--- src/rtl/sdwt_pkg.sv ---
// Shared types and constants for the settle detector with timeout.
package sdwt_pkg;

    localparam int unsigned STAMP_W = 32;
    localparam int unsigned ERR_W   = 32;
    localparam int unsigned ELIM_W  = 31;
    localparam int unsigned CIDX_W  = 4;
    localparam int unsigned CDATA_W = 32;

    localparam logic [STAMP_W-1:0] TIMEOUT_RST = 32'd10000000;
    localparam logic [ELIM_W-1:0]  ELIM_RST    = 31'h7FFF_FFFF;
    localparam logic [ERR_W-1:0]   SLIM_RST    = 32'hFFFF_FFFF;
    localparam logic [STAMP_W-1:0] DWELL_RST   = 32'd0;

    typedef enum logic [CIDX_W-1:0] {
        CFG_TIMEOUT = 4'd0,
        CFG_ELIMIT  = 4'd1,
        CFG_SLIMIT  = 4'd2,
        CFG_DWELL   = 4'd3
    } t_cfg_idx;

    typedef struct packed {
        logic [STAMP_W-1:0] timeout_ms;
        logic [ELIM_W-1:0]  error_limit;
        logic [ERR_W-1:0]   slope_limit;
        logic [STAMP_W-1:0] dwell_ms;
    } t_cfg;

endpackage

--- src/rtl/settle_detector_with_timeout.sv ---
// Settle detector with timeout: top level with request and result registers.
// A request accepted into the request register is evaluated into the result register
// when it fires (o_valid high after it), and its result can be taken from there.
// Throughput: one request per cycle unless stalled; the in-band and slope tests are
// one 33-bit subtract, magnitude and compare between the request and result registers.
// Stall on the input only while a request is held and the result register is stalled.
// Reset (synchronous, active low) empties both registers, forgets the start, entry and
// previous-error latches, and returns the configuration registers to their defaults.
module settle_detector_with_timeout (
    input  logic                          i_clk,
    input  logic                          i_rst_n,
    // request channel
    input  logic                          i_valid,
    output logic                          o_stall,
    input  logic [sdwt_pkg::STAMP_W-1:0]  i_now_ms,
    input  logic [sdwt_pkg::ERR_W-1:0]    i_loop_error,
    // result channel
    output logic                          o_valid,
    input  logic                          i_stall,
    output logic                          o_settled,
    // configuration write channel
    input  logic                          i_cfg_valid,
    output logic                          o_cfg_ready,
    input  logic [sdwt_pkg::CIDX_W-1:0]   i_cfg_index,
    input  logic [sdwt_pkg::CDATA_W-1:0]  i_cfg_data
);
    import sdwt_pkg::*;

    // request register
    logic               r_req_valid;
    logic [STAMP_W-1:0] r_now_ms;
    logic [ERR_W-1:0]   r_loop_error;
    // result register
    logic               r_out_valid;
    logic               r_settled;

    t_cfg cfg;
    logic out_free;   // result register can take a new value this cycle
    logic fire;       // held request moves into the result register
    logic take;       // new request captured
    logic n_settled;

    assign out_free = !r_out_valid || !i_stall;
    assign fire     = r_req_valid && out_free;
    assign take     = i_valid && (!r_req_valid || out_free);

    assign o_stall     = r_req_valid && !out_free;
    assign o_valid     = r_out_valid;
    assign o_settled   = r_settled;
    assign o_cfg_ready = 1'b1;   // registers always writable

    sdwt_cfg u_cfg (
        .i_clk       (i_clk),
        .i_rst_n     (i_rst_n),
        .i_cfg_valid (i_cfg_valid),
        .i_cfg_index (i_cfg_index),
        .i_cfg_data  (i_cfg_data),
        .o_cfg       (cfg)
    );

    // state advances only on the cycle a request moves to the result register,
    // so the next request always sees the state this one leaves
    sdwt_eval u_eval (
        .i_clk        (i_clk),
        .i_rst_n      (i_rst_n),
        .i_fire       (fire),
        .i_now_ms     (r_now_ms),
        .i_loop_error (r_loop_error),
        .i_cfg        (cfg),
        .o_settled    (n_settled)
    );

    always_ff @(posedge i_clk) begin
        if (!i_rst_n) begin
            r_req_valid <= 1'b0;
            r_out_valid <= 1'b0;
        end else begin
            if (take) begin
                r_req_valid <= 1'b1;
            end else if (fire) begin
                r_req_valid <= 1'b0;
            end
            if (fire) begin
                r_out_valid <= 1'b1;
            end else if (!i_stall) begin
                r_out_valid <= 1'b0;
            end
        end
    end

    always_ff @(posedge i_clk) begin
        if (take) begin
            r_now_ms     <= i_now_ms;
            r_loop_error <= i_loop_error;
        end
        if (fire) begin
            r_settled <= n_settled;
        end
    end

endmodule

--- src/rtl/sdwt_cfg.sv ---
// Configuration register file for the settle detector.
module sdwt_cfg (
    input  logic                          i_clk,
    input  logic                          i_rst_n,
    input  logic                          i_cfg_valid,
    input  logic [sdwt_pkg::CIDX_W-1:0]   i_cfg_index,
    input  logic [sdwt_pkg::CDATA_W-1:0]  i_cfg_data,
    output sdwt_pkg::t_cfg                o_cfg
);
    import sdwt_pkg::*;

    t_cfg r_cfg;

    always_ff @(posedge i_clk) begin
        if (!i_rst_n) begin
            r_cfg.timeout_ms  <= TIMEOUT_RST;
            r_cfg.error_limit <= ELIM_RST;
            r_cfg.slope_limit <= SLIM_RST;
            r_cfg.dwell_ms    <= DWELL_RST;
        end else if (i_cfg_valid) begin
            case (t_cfg_idx'(i_cfg_index))
                CFG_TIMEOUT: r_cfg.timeout_ms  <= i_cfg_data[STAMP_W-1:0];
                CFG_ELIMIT:  r_cfg.error_limit <= i_cfg_data[ELIM_W-1:0];
                CFG_SLIMIT:  r_cfg.slope_limit <= i_cfg_data[ERR_W-1:0];
                CFG_DWELL:   r_cfg.dwell_ms    <= i_cfg_data[STAMP_W-1:0];
                default: ;  // unmapped index, dropped
            endcase
        end
    end

    assign o_cfg = r_cfg;

endmodule

--- src/rtl/sdwt_eval.sv ---
// Per-request settle evaluation and the tracking state it updates.
module sdwt_eval (
    input  logic                          i_clk,
    input  logic                          i_rst_n,
    input  logic                          i_fire,
    input  logic [sdwt_pkg::STAMP_W-1:0]  i_now_ms,
    input  logic [sdwt_pkg::ERR_W-1:0]    i_loop_error,
    input  sdwt_pkg::t_cfg                i_cfg,
    output logic                          o_settled
);
    import sdwt_pkg::*;

    logic [STAMP_W-1:0] r_start;
    logic               r_start_known;
    logic [STAMP_W-1:0] r_entry;
    logic               r_entry_known;
    logic [ERR_W-1:0]   r_last;
    logic               r_last_known;

    logic [STAMP_W-1:0] start_eff;
    logic [STAMP_W-1:0] entry_eff;
    logic [STAMP_W-1:0] elapsed;
    logic [STAMP_W-1:0] dwelled;
    logic               timed_out;
    logic [ERR_W:0]     deriv;
    logic [ERR_W:0]     deriv_mag;
    logic [ERR_W-1:0]   err_mag;
    logic               slope_ok;
    logic               err_ok;
    logic               in_band;

    always_comb begin
        start_eff = r_start_known ? r_start : i_now_ms;
        elapsed   = i_now_ms - start_eff;
        timed_out = elapsed >= i_cfg.timeout_ms;

        // 33-bit difference never overflows
        deriv     = {i_loop_error[ERR_W-1], i_loop_error} - {r_last[ERR_W-1], r_last};
        deriv_mag = deriv[ERR_W] ? (~deriv + 1'b1) : deriv;
        slope_ok  = r_last_known && (deriv_mag <= {1'b0, i_cfg.slope_limit});

        // most negative error gives 2^31, above any 31-bit limit
        err_mag   = i_loop_error[ERR_W-1] ? (~i_loop_error + 1'b1) : i_loop_error;
        err_ok    = err_mag <= {1'b0, i_cfg.error_limit};
        in_band   = slope_ok && err_ok;

        entry_eff = r_entry_known ? r_entry : i_now_ms;
        dwelled   = i_now_ms - entry_eff;
        o_settled = timed_out || (in_band && (dwelled >= i_cfg.dwell_ms));
    end

    always_ff @(posedge i_clk) begin
        if (!i_rst_n) begin
            r_start_known <= 1'b0;
            r_entry_known <= 1'b0;
            r_last_known  <= 1'b0;
        end else if (i_fire) begin
            r_start_known <= 1'b1;
            if (!timed_out) begin
                r_last_known  <= 1'b1;
                r_entry_known <= in_band;
            end
        end
    end

    always_ff @(posedge i_clk) begin
        if (i_fire) begin
            r_start <= start_eff;
            if (!timed_out) begin
                r_last  <= i_loop_error;
                r_entry <= entry_eff;
            end
        end
    end

endmodule

--- config.mk ---
export PLATFORM = sky130hd
export DESIGN_NAME = settle_detector_with_timeout
export DESIGN_NICKNAME = d
export VERILOG_FILES = /design/src/rtl/sdwt_pkg.sv /design/src/rtl/settle_detector_with_timeout.sv /design/src/rtl/sdwt_cfg.sv /design/src/rtl/sdwt_eval.sv
export SDC_FILE = /design/constraint.sdc
export NUM_CORES = 1
export LEC_CHECK = 0
export BUFFER_PORTS_ARGS = -buffer_cell sky130_fd_sc_hd__buf_4
export CAP_MARGIN = 40
export CORE_MARGIN = 1
export CORE_UTILIZATION = 40
export CTS_CLUSTER_SIZE = 16
export DETAILED_ROUTE_END_ITERATION = 10
export SETUP_SLACK_MARGIN = 0.02
export SLEW_MARGIN = 20
export SYNTH_ARGS = -nofsm -noshare
export SYNTH_HDL_FRONTEND = slang
export SYNTH_HIERARCHICAL = 1
export SYNTH_SLANG_ARGS = --single-unit
--- constraint.sdc ---
create_clock -name i_clk -period 12.1 [get_ports i_clk]
set_input_delay 2.42 -clock i_clk [delete_from_list [all_inputs] [get_ports i_clk]]
set_output_delay 2.42 -clock i_clk [all_outputs]
set_load 0.05 [all_outputs]
# --- After elaboration in Yosys (flattened, before gate mapping) ---
# Index checks and enable logic that the tools add are counted.
word_totals:
  reg_bits: 293
  output_inout_bits: 4
  wordCells: 59
  in_bits: 105
op_classes:
  eq_ne: 4
  muxes: 8
  n_bitwise: 3
  reduce_logical: 20
  magnitude_cmp: 4
  n_addsub: 5
op_table:
  columns: ["cell", "count"]
  rows:
  - ["$mux 32", 3]
  - ["$ge 32x32->1", 2]
  - ["$sub 32x32->32", 2]
  - ["$add 33x1->33 const B", 1]
  - ["$le 33x32->1", 1]
  - ["$mux 33", 1]
  - ["$not 33->33", 1]
  - ["$sub 32x32->33", 1]
  - ["$add 32x1->32 const B", 1]
  - ["$le 32x31->1", 1]
  - ["$not 32->32", 1]
  - ["$reduce_and 2->1", 5]
  - ["$eq 4x2->1 const B", 2]
  - ["$logic_and 1x1->1", 6]
  - ["$eq 4x1->1 const B", 1]
  - ["$logic_not 1->1", 4]
  - ["$logic_not 4->1", 1]
  - ["$mux 1", 4]
  - ["$logic_or 1x1->1", 3]
  - ["$ne 2x1->1 const B", 1]
  - ["$reduce_bool 2->1", 1]
  - ["$not 1->1", 1]

# --- Longest topological paths before layout ---
# Gate-level depths: netlist of run 1.
logic_depth:
  ltp_word: 9
  ltp_mapped: 26
  ltp_nobuf: 24

# --- Modules after synthesis ---
# Netlist of run 1, hierarchy kept.
modules_own_cells:
  columns: ["module", "area_per_inst_um2", "n_inst", "cells_each", "seq_area_each_um2"]
  rows:
  - ["sdwt_eval", 13793.2, 1, 1648, 2942.8]
  - ["sdwt_cfg", 5074.9, 1, 528, 2542.4]
  - ["settle_detector_with_timeout", 2047.0, 1, 75, 1991.9]

# --- Worst setup path before layout of run 1 ---
# No wires, ideal clock.
synth_timing:
  path_type: "input to register"
  start: "in i_stall"
  end: "reg u_eval.r_entry_known"
  n_path_buf: 0
  path_stages: 4
  required_time_ns: 11.947
  arrival_ns: 10.463
  setup_time_ns: 0.153
  path_slack_ns: 1.484
  path_cell_list: "a21boi_0 a21boi_0 nand3_1 o22ai_1"
synth_between:
  elab_chain_cells: 4
synth_rtl:
  columns: ["item", "line", "text"]
  rows:
  - ["start, declared", "settle_detector_with_timeout.sv:19", "input logic i_stall,"]
  - ["$logic_not 1->1", null, null]
  - ["$logic_or 1x1->1", "settle_detector_with_timeout.sv:43", "assign out_free = !r_out_valid || !i_stall;"]
  - ["$logic_and 1x1->1", "settle_detector_with_timeout.sv:44", "assign fire = r_req_valid && out_free;"]
  - ["$reduce_and 2->1 (no line)", null, null]
  - ["end signal, assigned", "sdwt_eval.sv:61", "r_entry_known <= in_band;"]
  - ["end, declared", "sdwt_eval.sv:16", "logic r_entry_known;"]
# Every way passes these cells.
# A chain may end at the register's enable or synchronous reset.

# --- Worst setup path in the final report of run 1 ---
layout_timing:
  start: "reg u_eval.r_start_known"
  end: "reg u_eval.r_last[5] (enable)"
layout_between:
  elab_chain_cells: 5
layout_rtl:
  columns: ["item", "line", "text"]
  rows:
  - ["start, declared", "sdwt_eval.sv:14", "logic r_start_known;"]
  - ["start signal, assigned", "sdwt_eval.sv:54", "r_start_known <= 1'b0;"]
  - ["start signal, assigned", "sdwt_eval.sv:58", "r_start_known <= 1'b1;"]
  - ["$mux 32", "sdwt_eval.sv:33", "start_eff = r_start_known ? r_start : i_now_ms;"]
  - ["via u_eval.start_eff[0]", "sdwt_eval.sv:20", "logic [STAMP_W-1:0] start_eff;"]
  - ["$sub 32x32->32", "sdwt_eval.sv:34", "elapsed = i_now_ms - start_eff;"]
  - ["$ge 32x32->1", "sdwt_eval.sv:35", "timed_out = elapsed >= i_cfg.timeout_ms;"]
  - ["$not 1->1 (no line)", null, null]
  - ["$reduce_and 2->1 (no line)", null, null]
  - ["end signal, assigned", "sdwt_eval.sv:70", "r_last <= i_loop_error;"]
  - ["end, declared", "sdwt_eval.sv:17", "logic [ERR_W-1:0] r_last;"]
# The timed path passes the listed nets, and every way through them passes these cells.

==> summary.md, run 1 <==
| Metric | Value |
|---|---|
| Run status | finished clean |
| Final setup viols | 0 |
| Setup repair after global routing missed its margin | false |
| Flop and latch count out of synthesis | 293 |
| Slowest stage delay, CP | 620 ps |
| Total die area | 0.0532 mm2 |
| Clock group share of total power | 36.7% |
| Internal Power | 2.14 mW |
| EDFF count, synth | 161 |
| Final-layout fill cell count | 5021 |
| Switching portion of total power | 31.0% |
| Synth warn | 6 |
| Synth-to-Final Area Change | 13.2% |
| Final Hold Viols | 0 |
| Register area | 0.00748 mm2 |
| Switching Power | 0.963 mW |
| Detailed Place HPWL | 39700 um |
| Skew final | 23.5 ps |
| Slew margin rel. | 46.2% |
| I/O pin total | 109 |
| Most common cell after layout, fill and taps aside | inv_1 |
| Number of clock buffers inserted by TritonCTS | 36 |
| Row count | 83 |
| Count of TritonRoute iterations in the first routing pass | 5 |
| Startpoint type of the worst setup path | register |
| Most used cells in the layout excluding fill and tap cells | inv_1 (252), ha_1 (223), a21oi_1 (196) |
| Post-route fraction of the period consumed by the critical path | 55.9% |
| Number of cells after detailed placement | 2976 |
| Max Fanout on Critical Path | 45 |
| Core area | 0.0515 mm2 |
| Setup slack of the most critical reg-to-reg path | 5330 ps |
| Lkg Pwr | 10.1 nW |
| Pwr per Cell Area | 131 mW/mm2 |
| Number of nets still failing antenna checks after routing | 0 |
| Total area of multi-input combinational cells | 0.0121 mm2 |
| Peak supply drop | 0.113 mV |
| Post-Synthesis Mean Instance Area | 9.29 um2 |
| Max Clock Freq | 0.148 GHz |
| Sequential cell area fraction in the yosys report | 35.8% |
| Starting density of the core | 40.6% |
| Critical path class | register to register |
| Grt ovf | 0 |
| CP max stage cell | buf_4 |
| Postcts setup bufs | 0 |
| CTS-repair resized insts | 0 |
| Clock-pin slew on the worst setup and hold paths | 60 ps |
| Reported max-cap violation count | 0 |
| Quantity of I/O buffers inserted on ports | 107 |
| Routed wire length | 52500 um |
| Final Util | 46.0% |
| Number of sinks driven by the clock tree | 293 |
| DR WL/cell | 17.2 um |
| Die boundary height | 231 um |
| Final non-filler cell total | 3043 |
| Combinational power share | 26.8% |
| Met3 layer usage reported by global route | 2.29% |
| Net Count, Synth | 2582 |
| Data required time of the critical path | 12280 ps |
| Number of design rule violations left after detail routing | 0 |
| Setup total negative slack | 0 ps |
| Total inserted antenna cells | 0 |
| Highest-utilization routing layer at the global route stage | met2 |
| CP Cell Sequence | buf_4 > nand2_1 > o21ai_0 > ha_1 > inv_1 > fa_1 > a21o_1 > a21oi_1 > o21ai_0 > a22oi_1 > a21oi_1 > a311o_1 > o2111ai_1 > nand2_1 > xor2_1 > ha_1 > or3_1 > o21ai_0 > a21oi_1 > a31oi_1 > o2111ai_1 > a21boi_4 > buf_16 > buf_4 |
| Mapped Area | 0.0209 mm2 |
| Hold Buf Count CTS | 0 |
| WP data arrival | 6950 ps |
| Final layout net count | 2666 |
| Largest net degree at the start of global routing | 83 |
| Buffer type at the clock tree root | clkbuf_16 |
| CTS max path bufs | 3 |
| Post-synthesis async set-or-reset flop share | 0% |
| Most common flop cell mapped by yosys | edfxtp_1 |
| Distinct cell type count after synthesis | 100 |
| Last weighted congestion value of the routability-driven placer | 0.928 |
| Register share of total power | 36.5% |
| Global-route met1 utilization | 26.1% |
| Max-slew violations | 0 |
| Insertion delay to the later sink of the worst-skew pair | 570 ps |
| Slew @ Worst Pin | 807 ps |
| Share of cells above drive strength 1 | 10.3% |
| Final critical delay including setup and external delays | 6770 ps |
| Met2 global-route usage | 32.2% |
| TritonCTS clock tree | built |
| Worst hold-check path type | register to register |
| Total GRT Usage | 19.9% |
| Total power after layout | 3.11 mW |
| Vias in the first global route | 16400 |
| First-pass GRT wire length | 84700 um |
| Kind of end point of the critical path | register |
| Final hold slack | 459 ps |
| Synthesized instance count | 2251 |
| H-tree levels | 2 |
| Via-per-instance ratio | 5.37 |
| DRT iter0 DRCs | 935 |
| Vias after detailed routing | 16300 |
| Die W | 231 um |
| Initial antenna violation count | 0 |
metrics by stage:
stage	instance area (um2)	worst slack (ps)
finish	23700	5330
global route	23700	4870
CTS	23600	4960
detailed placement	22400	4980
global placement	22300	5170
floorplan	20900	1480
state kept, by name (all words and copies together) (netlist names):
| signal | count |
|---|---|
| u_eval/r_last_known | 1 |
| u_eval/r_entry | 32 |
| o_valid | 1 |
| u_eval/r_entry_known | 1 |
| r_loop_error | 32 |
| r_now_ms | 32 |
| o_settled | 1 |
| u_eval/r_last | 32 |
| u_cfg/o_cfg | 127 |
| u_eval/r_start | 32 |
| u_eval/r_start_known | 1 |
| r_req_valid | 1 |
power groups by stage:
stage          logic [mW]  registers (mW)  clock network (mW)
2_1_floorplan       0.616            1.15                   0
4_1_cts             0.826            1.14                1.17
3_5_place_dp        0.821            1.16                   0
3_3_place_gp        0.793            1.16                   0
6_report            0.832            1.14                1.14
5_1_grt             0.933            1.14                1.21
final cells by class:
class                           count  area share, %
Timing Repair Buffer              126           4.19
Tap cell                          680           3.59
Clock buffer                       59           4.95
Inverter                          252           4.00
Clock inverter                      7          0.396
Multi-Input combinational cell   1626           51.3
Sequential cell                   293           31.6
synthesized netlist by cell type (19+ instances only):
library cell	instances	area (um2)
a211oi_1	19	143
a21o_1	53	398
a21oi_1	196	981
buf_2	25	125
clkbuf_1	37	139
dfxtp_1	132	2640
edfxtp_1	161	4830
ha_1	223	2790
inv_1	252	946
mux2i_1	158	1580
nand2_1	193	724
nand2b_1	48	300
nand3_1	23	115
nand4_1	33	206
nor2_1	77	289
nor2b_1	93	582
nor3_1	30	150
o21ai_0	83	415
o31ai_1	20	150
xnor2_1	94	823
xor2_1	33	289
logic make-up (layout without fill, tap and decap cells):
kind of cell / count (synthesis) / after routing / synth area share, %
and+or+nand+nor: 584 / 584 / 14.7
AOI/OAI and AO/OA: 528 / 528 / 16.5
buffers and inverters: 332 / 444 / 6.44
DFF: 293 / 293 / 35.8
adders and majority gates: 226 / 226 / 13.6
muxes: 160 / 160 / 7.67
xor gates and xnor gates: 127 / 127 / 5.32
other: 1 / 1 / 0.0179
per-layer routing:
metal / up-vias / wire, um
met5: - / 0
met4: 0 / 2450
met3: 123 / 2030
met2: 371 / 23600
met1: 7636 / 24300
li1: 8205 / -
path summary, 6_finish.rpt:
path | start | end | cells past startpoint
max | u_eval/r_start_known | u_eval/r_last[5] | 24
min | u_cfg/o_cfg[28] | u_cfg/o_cfg[28] | 2
max reg2reg | u_eval/r_start_known | u_eval/r_last[5] | 24
min reg2reg | u_cfg/o_cfg[28] | u_cfg/o_cfg[28] | 2
worst max-delay path, delay by kind of cell (launching register included):
family | cells | cell delay (ps)
and+or+nand+nor | 3 | 570
adders and majority gates | 3 | 900
DFF | 1 | 560
xor gates and xnor gates | 1 | 160
AOI/OAI and AO/OA | 13 | 2760
buffers and inverters | 4 | 1300
No activity file was read; power rests on OpenSTA's default activity.
==> run 2: changes to the inputs <==
Settings changed: ABC_AREA set to 1.
Clock period 12.1 ns to 6.75 ns, I/O delays scaled along.
==> run 2 against run 1 <==
  * Cell area is 7.1% higher
  * Clock-buffer cell count is 9 lower
  * Worst setup slack worse by 4000 ps
  * Critical path type unchanged
==> summary.md, run 2 <==
| Metric | Value |
|---|---|
| Max Fanout on Critical Path | 32 |
| Distinct cell type count after synthesis | 54 |
| Post-Synth Simple-Gate Area | 28.1% |
| Most used cells in the layout excluding fill and tap cells | nand2_1 (693), inv_1 (619), ha_1 (223) |
| Setup total negative slack | 0 ps |
| Via-per-instance ratio | 4.97 |
| I/O pin total | 109 |
| Combinational family with the most area after synthesis | simple AND/OR/NAND/NOR gates |
| Startpoint type of the worst setup path | register |
| DR WL/cell | 16.0 um |
| Final critical delay including setup and external delays | 5450 ps |
| Vias after detailed routing | 19700 |
| Run status | finished clean |
| Detailed Place HPWL | 49400 um |
| Complex-gate fraction of the synthesized area | 8.82% |
| DRT iter0 DRCs | 1655 |
| EDFF count, synth | 161 |
| Number of sinks driven by the clock tree | 293 |
| Crit path buffers/inverters | 2 |
| Initial antenna violation count | 3 |
| Count of TritonRoute iterations in the first routing pass | 5 |
| Postcts setup bufs | 0 |
| Final setup viols | 0 |
| Kind of end point of the critical path | register |
| CP max stage cell | inv_1 |
| Post-Synth XOR/XNOR Area | 4.73% |
| Skew final | 25.8 ps |
| CTS max path bufs | 3 |
| Top cells by area in the synthesized netlist | edfxtp_1 (21%), ha_1 (12%), dfxtp_1 (12%) |
| Slew @ Worst Pin | 861 ps |
| Data required time of the critical path | 6980 ps |
| Reported max-cap violation count | 0 |
| Max Clock Freq | 0.183 GHz |
| Worst path setup slack after routing | 1300 ps |
| First-pass GRT wire length | 99700 um |
| Total die area | 0.0572 mm2 |
| Max-slew violations | 0 |
| Synthesized instance count | 3114 |
| Synth warn | 6 |
| Slowest stage delay, CP | 560 ps |
| Final layout net count | 3523 |
| Top cell type's share of synthesized area | 21.5% |
| Buffer type at the clock tree root | clkbuf_16 |
| Share of cells above drive strength 1 | 10.8% |
| Quantity of I/O buffers inserted on ports | 107 |
| Net Count, Synth | 3445 |
| Hold Buf Count CTS | 0 |
| Core area | 0.0553 mm2 |
| Critical path class | register to register |
| Peak supply drop | 0.202 mV |
| Post-route fraction of the period consumed by the critical path | 80.8% |
| H-tree levels | 2 |
| Number of nets still failing antenna checks after routing | 0 |
| TritonCTS clock tree | built |
| Most common cell after layout, fill and taps aside | nand2_1 |
| Most common flop cell mapped by yosys | edfxtp_1 |
| Cell types with the highest counts after synthesis | nand2_1 (693), inv_1 (622), ha_1 (223), nor2_1 (213), edfxtp_1 (161) |
| Number of design rule violations left after detail routing | 0 |
| Number of clock buffers inserted by TritonCTS | 36 |
| Cell area after placement | 0.0240 mm2 |
| Mapped Area | 0.0225 mm2 |
| Worst hold-check path type | register to register |
| Area leader, netlist | edfxtp_1 |
| Synth-to-Final Area Change | 12.6% |
| Multiplexer share of the synthesized area | 0% |
| Die boundary height | 239 um |
| Adder and majority cell fraction of the synthesized area | 12.7% |
| Routed wire length | 63400 um |
| Post-Synthesis Mean Instance Area | 7.23 um2 |
| Starting density of the core | 40.7% |
| Flop and latch count out of synthesis | 293 |
| Vias in the first global route | 18500 |
| Setup slack after placement | 1250 ps |
| CP Cell Sequence | inv_1 > or2_2 > o21ai_0 > fa_1 > nand3_1 > nand2_1 > a21oi_1 > o21ai_2 > a21boi_0 > o21ai_1 > nand2_1 > o21ai_1 > nand2_1 > a21o_1 > nand2_1 > ha_1 > nand2_1 > o21a_1 > o221ai_1 > a21oi_1 > nand3_1 > nor2_4 > buf_4 |
| Lkg Pwr | 12.8 nW |
| Row count | 86 |
| Grt ovf | 0 |
| Insertion delay to the later sink of the worst-skew pair | 570 ps |
| Slew margin rel. | 42.6% |
| Pwr per Cell Area | 246 mW/mm2 |
| Setup repair after global routing missed its margin | false |
| Sequential cell area fraction in the yosys report | 33.2% |
| Most numerous cell on the critical path | nand2_1 |
| Last weighted congestion value of the routability-driven placer | 0.930 |
| Die W | 239 um |
| Largest net degree at the start of global routing | 68 |
| CP top delay family | compound AO/OA/AOI/OAI gates |
| Final Hold Viols | 0 |
| WP data arrival | 5680 ps |
| Cell with the most instances after synthesis | nand2_1 |
| CTS-repair resized insts | 0 |
| Max reg flops | 127 |
| Post-route cell area | 0.0253 mm2 |
| Post-synthesis async set-or-reset flop share | 0% |
| Total GRT Usage | 22.3% |
| Clock-pin slew on the worst setup and hold paths | 60 ps |
[run 2: cell types whose count changed after synthesis, moves of 42 or more]
cell      previous run  this run
xnor2_1             94        34
xor2_1              33        84
or2_2                5        62
nand4_1             33       155
nor2_1              77       213
a21o_1              53         9
nand2b_1            48         0
mux2i_1            158         0
inv_1              252       622
nand2_1            193       693
nor2b_1             93         0
nand3_1             23       150
o21ai_0             83       125
[run 2: layout make-up]
class / count / area (um2)
Multi-Input combinational cell: 2098 / 12300
Fill cell: 5780 / 30000
Clock inverter: 16 / 230
Tap cell: 748 / 936
Clock buffer: 50 / 1060
Sequential cell: 293 / 7480
Antenna cell: 2 / 5.00
Inverter: 637 / 2390
Timing Repair Buffer: 126 / 983
[run 2: worst reg2reg max path: stages (launching register included)]
cell      delay, ps
dfxtp_1         300
inv_1           560
or2_2           220
o21ai_0         160
fa_1            470
nand3_1          80
nand2_1          80
a21oi_1         240
o21ai_2         110
a21boi_0        460
o21ai_1         170
nand2_1         120
o21ai_1          90
nand2_1          90
a21o_1          110
nand2_1          50
ha_1            260
nand2_1          80
o21a_1          130
o221ai_1        110
a21oi_1         140
nand3_1         150
nor2_4          550
buf_4           390
[run 2: stage by stage]
stage	utilization, %	total power, mW	std cells	hold slack, ps
after floorplan	-	3.60	3114	429
after global placement	43.4	4.14	3900	440
after detailed placement	43.5	4.16	3902	442
after CTS	45.8	6.30	3968	458
after global routing	45.8	6.66	3968	473
final	45.8	6.24	3970	456
[run 2: cell families after synthesis]
family                   Yosys count
adder cells (fa/ha/maj)          226
XOR/XNOR                         120
buffers and inverters            723
AND/OR/NAND/NOR                 1392
other                              1
flip-flops                       293
AO/OA/AOI/OAI                    359
[run 2: final timing paths]
kind,startpoint,endpoint,slack (ps),cells after the start
worst max-delay path,u_eval/r_start_known,u_eval/r_entry[4],1300,23
worst min-delay path,u_cfg/o_cfg[105],u_cfg/o_cfg[105],460,2
worst max register to register,u_eval/r_start_known,u_eval/r_entry[4],1300,23
worst min register to register,u_cfg/o_cfg[105],u_cfg/o_cfg[105],460,2
[run 2: routing by layer]
metal / wire length [um] / global-route usage (%)
met1: 31200 / 32.6
met2: 26600 / 33.8
met3: 4430 / 3.58
met4: 1250 / 6.16
met5: 0 / 0
[run 2: power by group]
| group | switching, mW | internal [mW] |
|---|---|---|
| clock | 0.811 | 1.30 |
| combinational | 1.31 | 0.748 |
| sequential | 0.0668 | 2.00 |
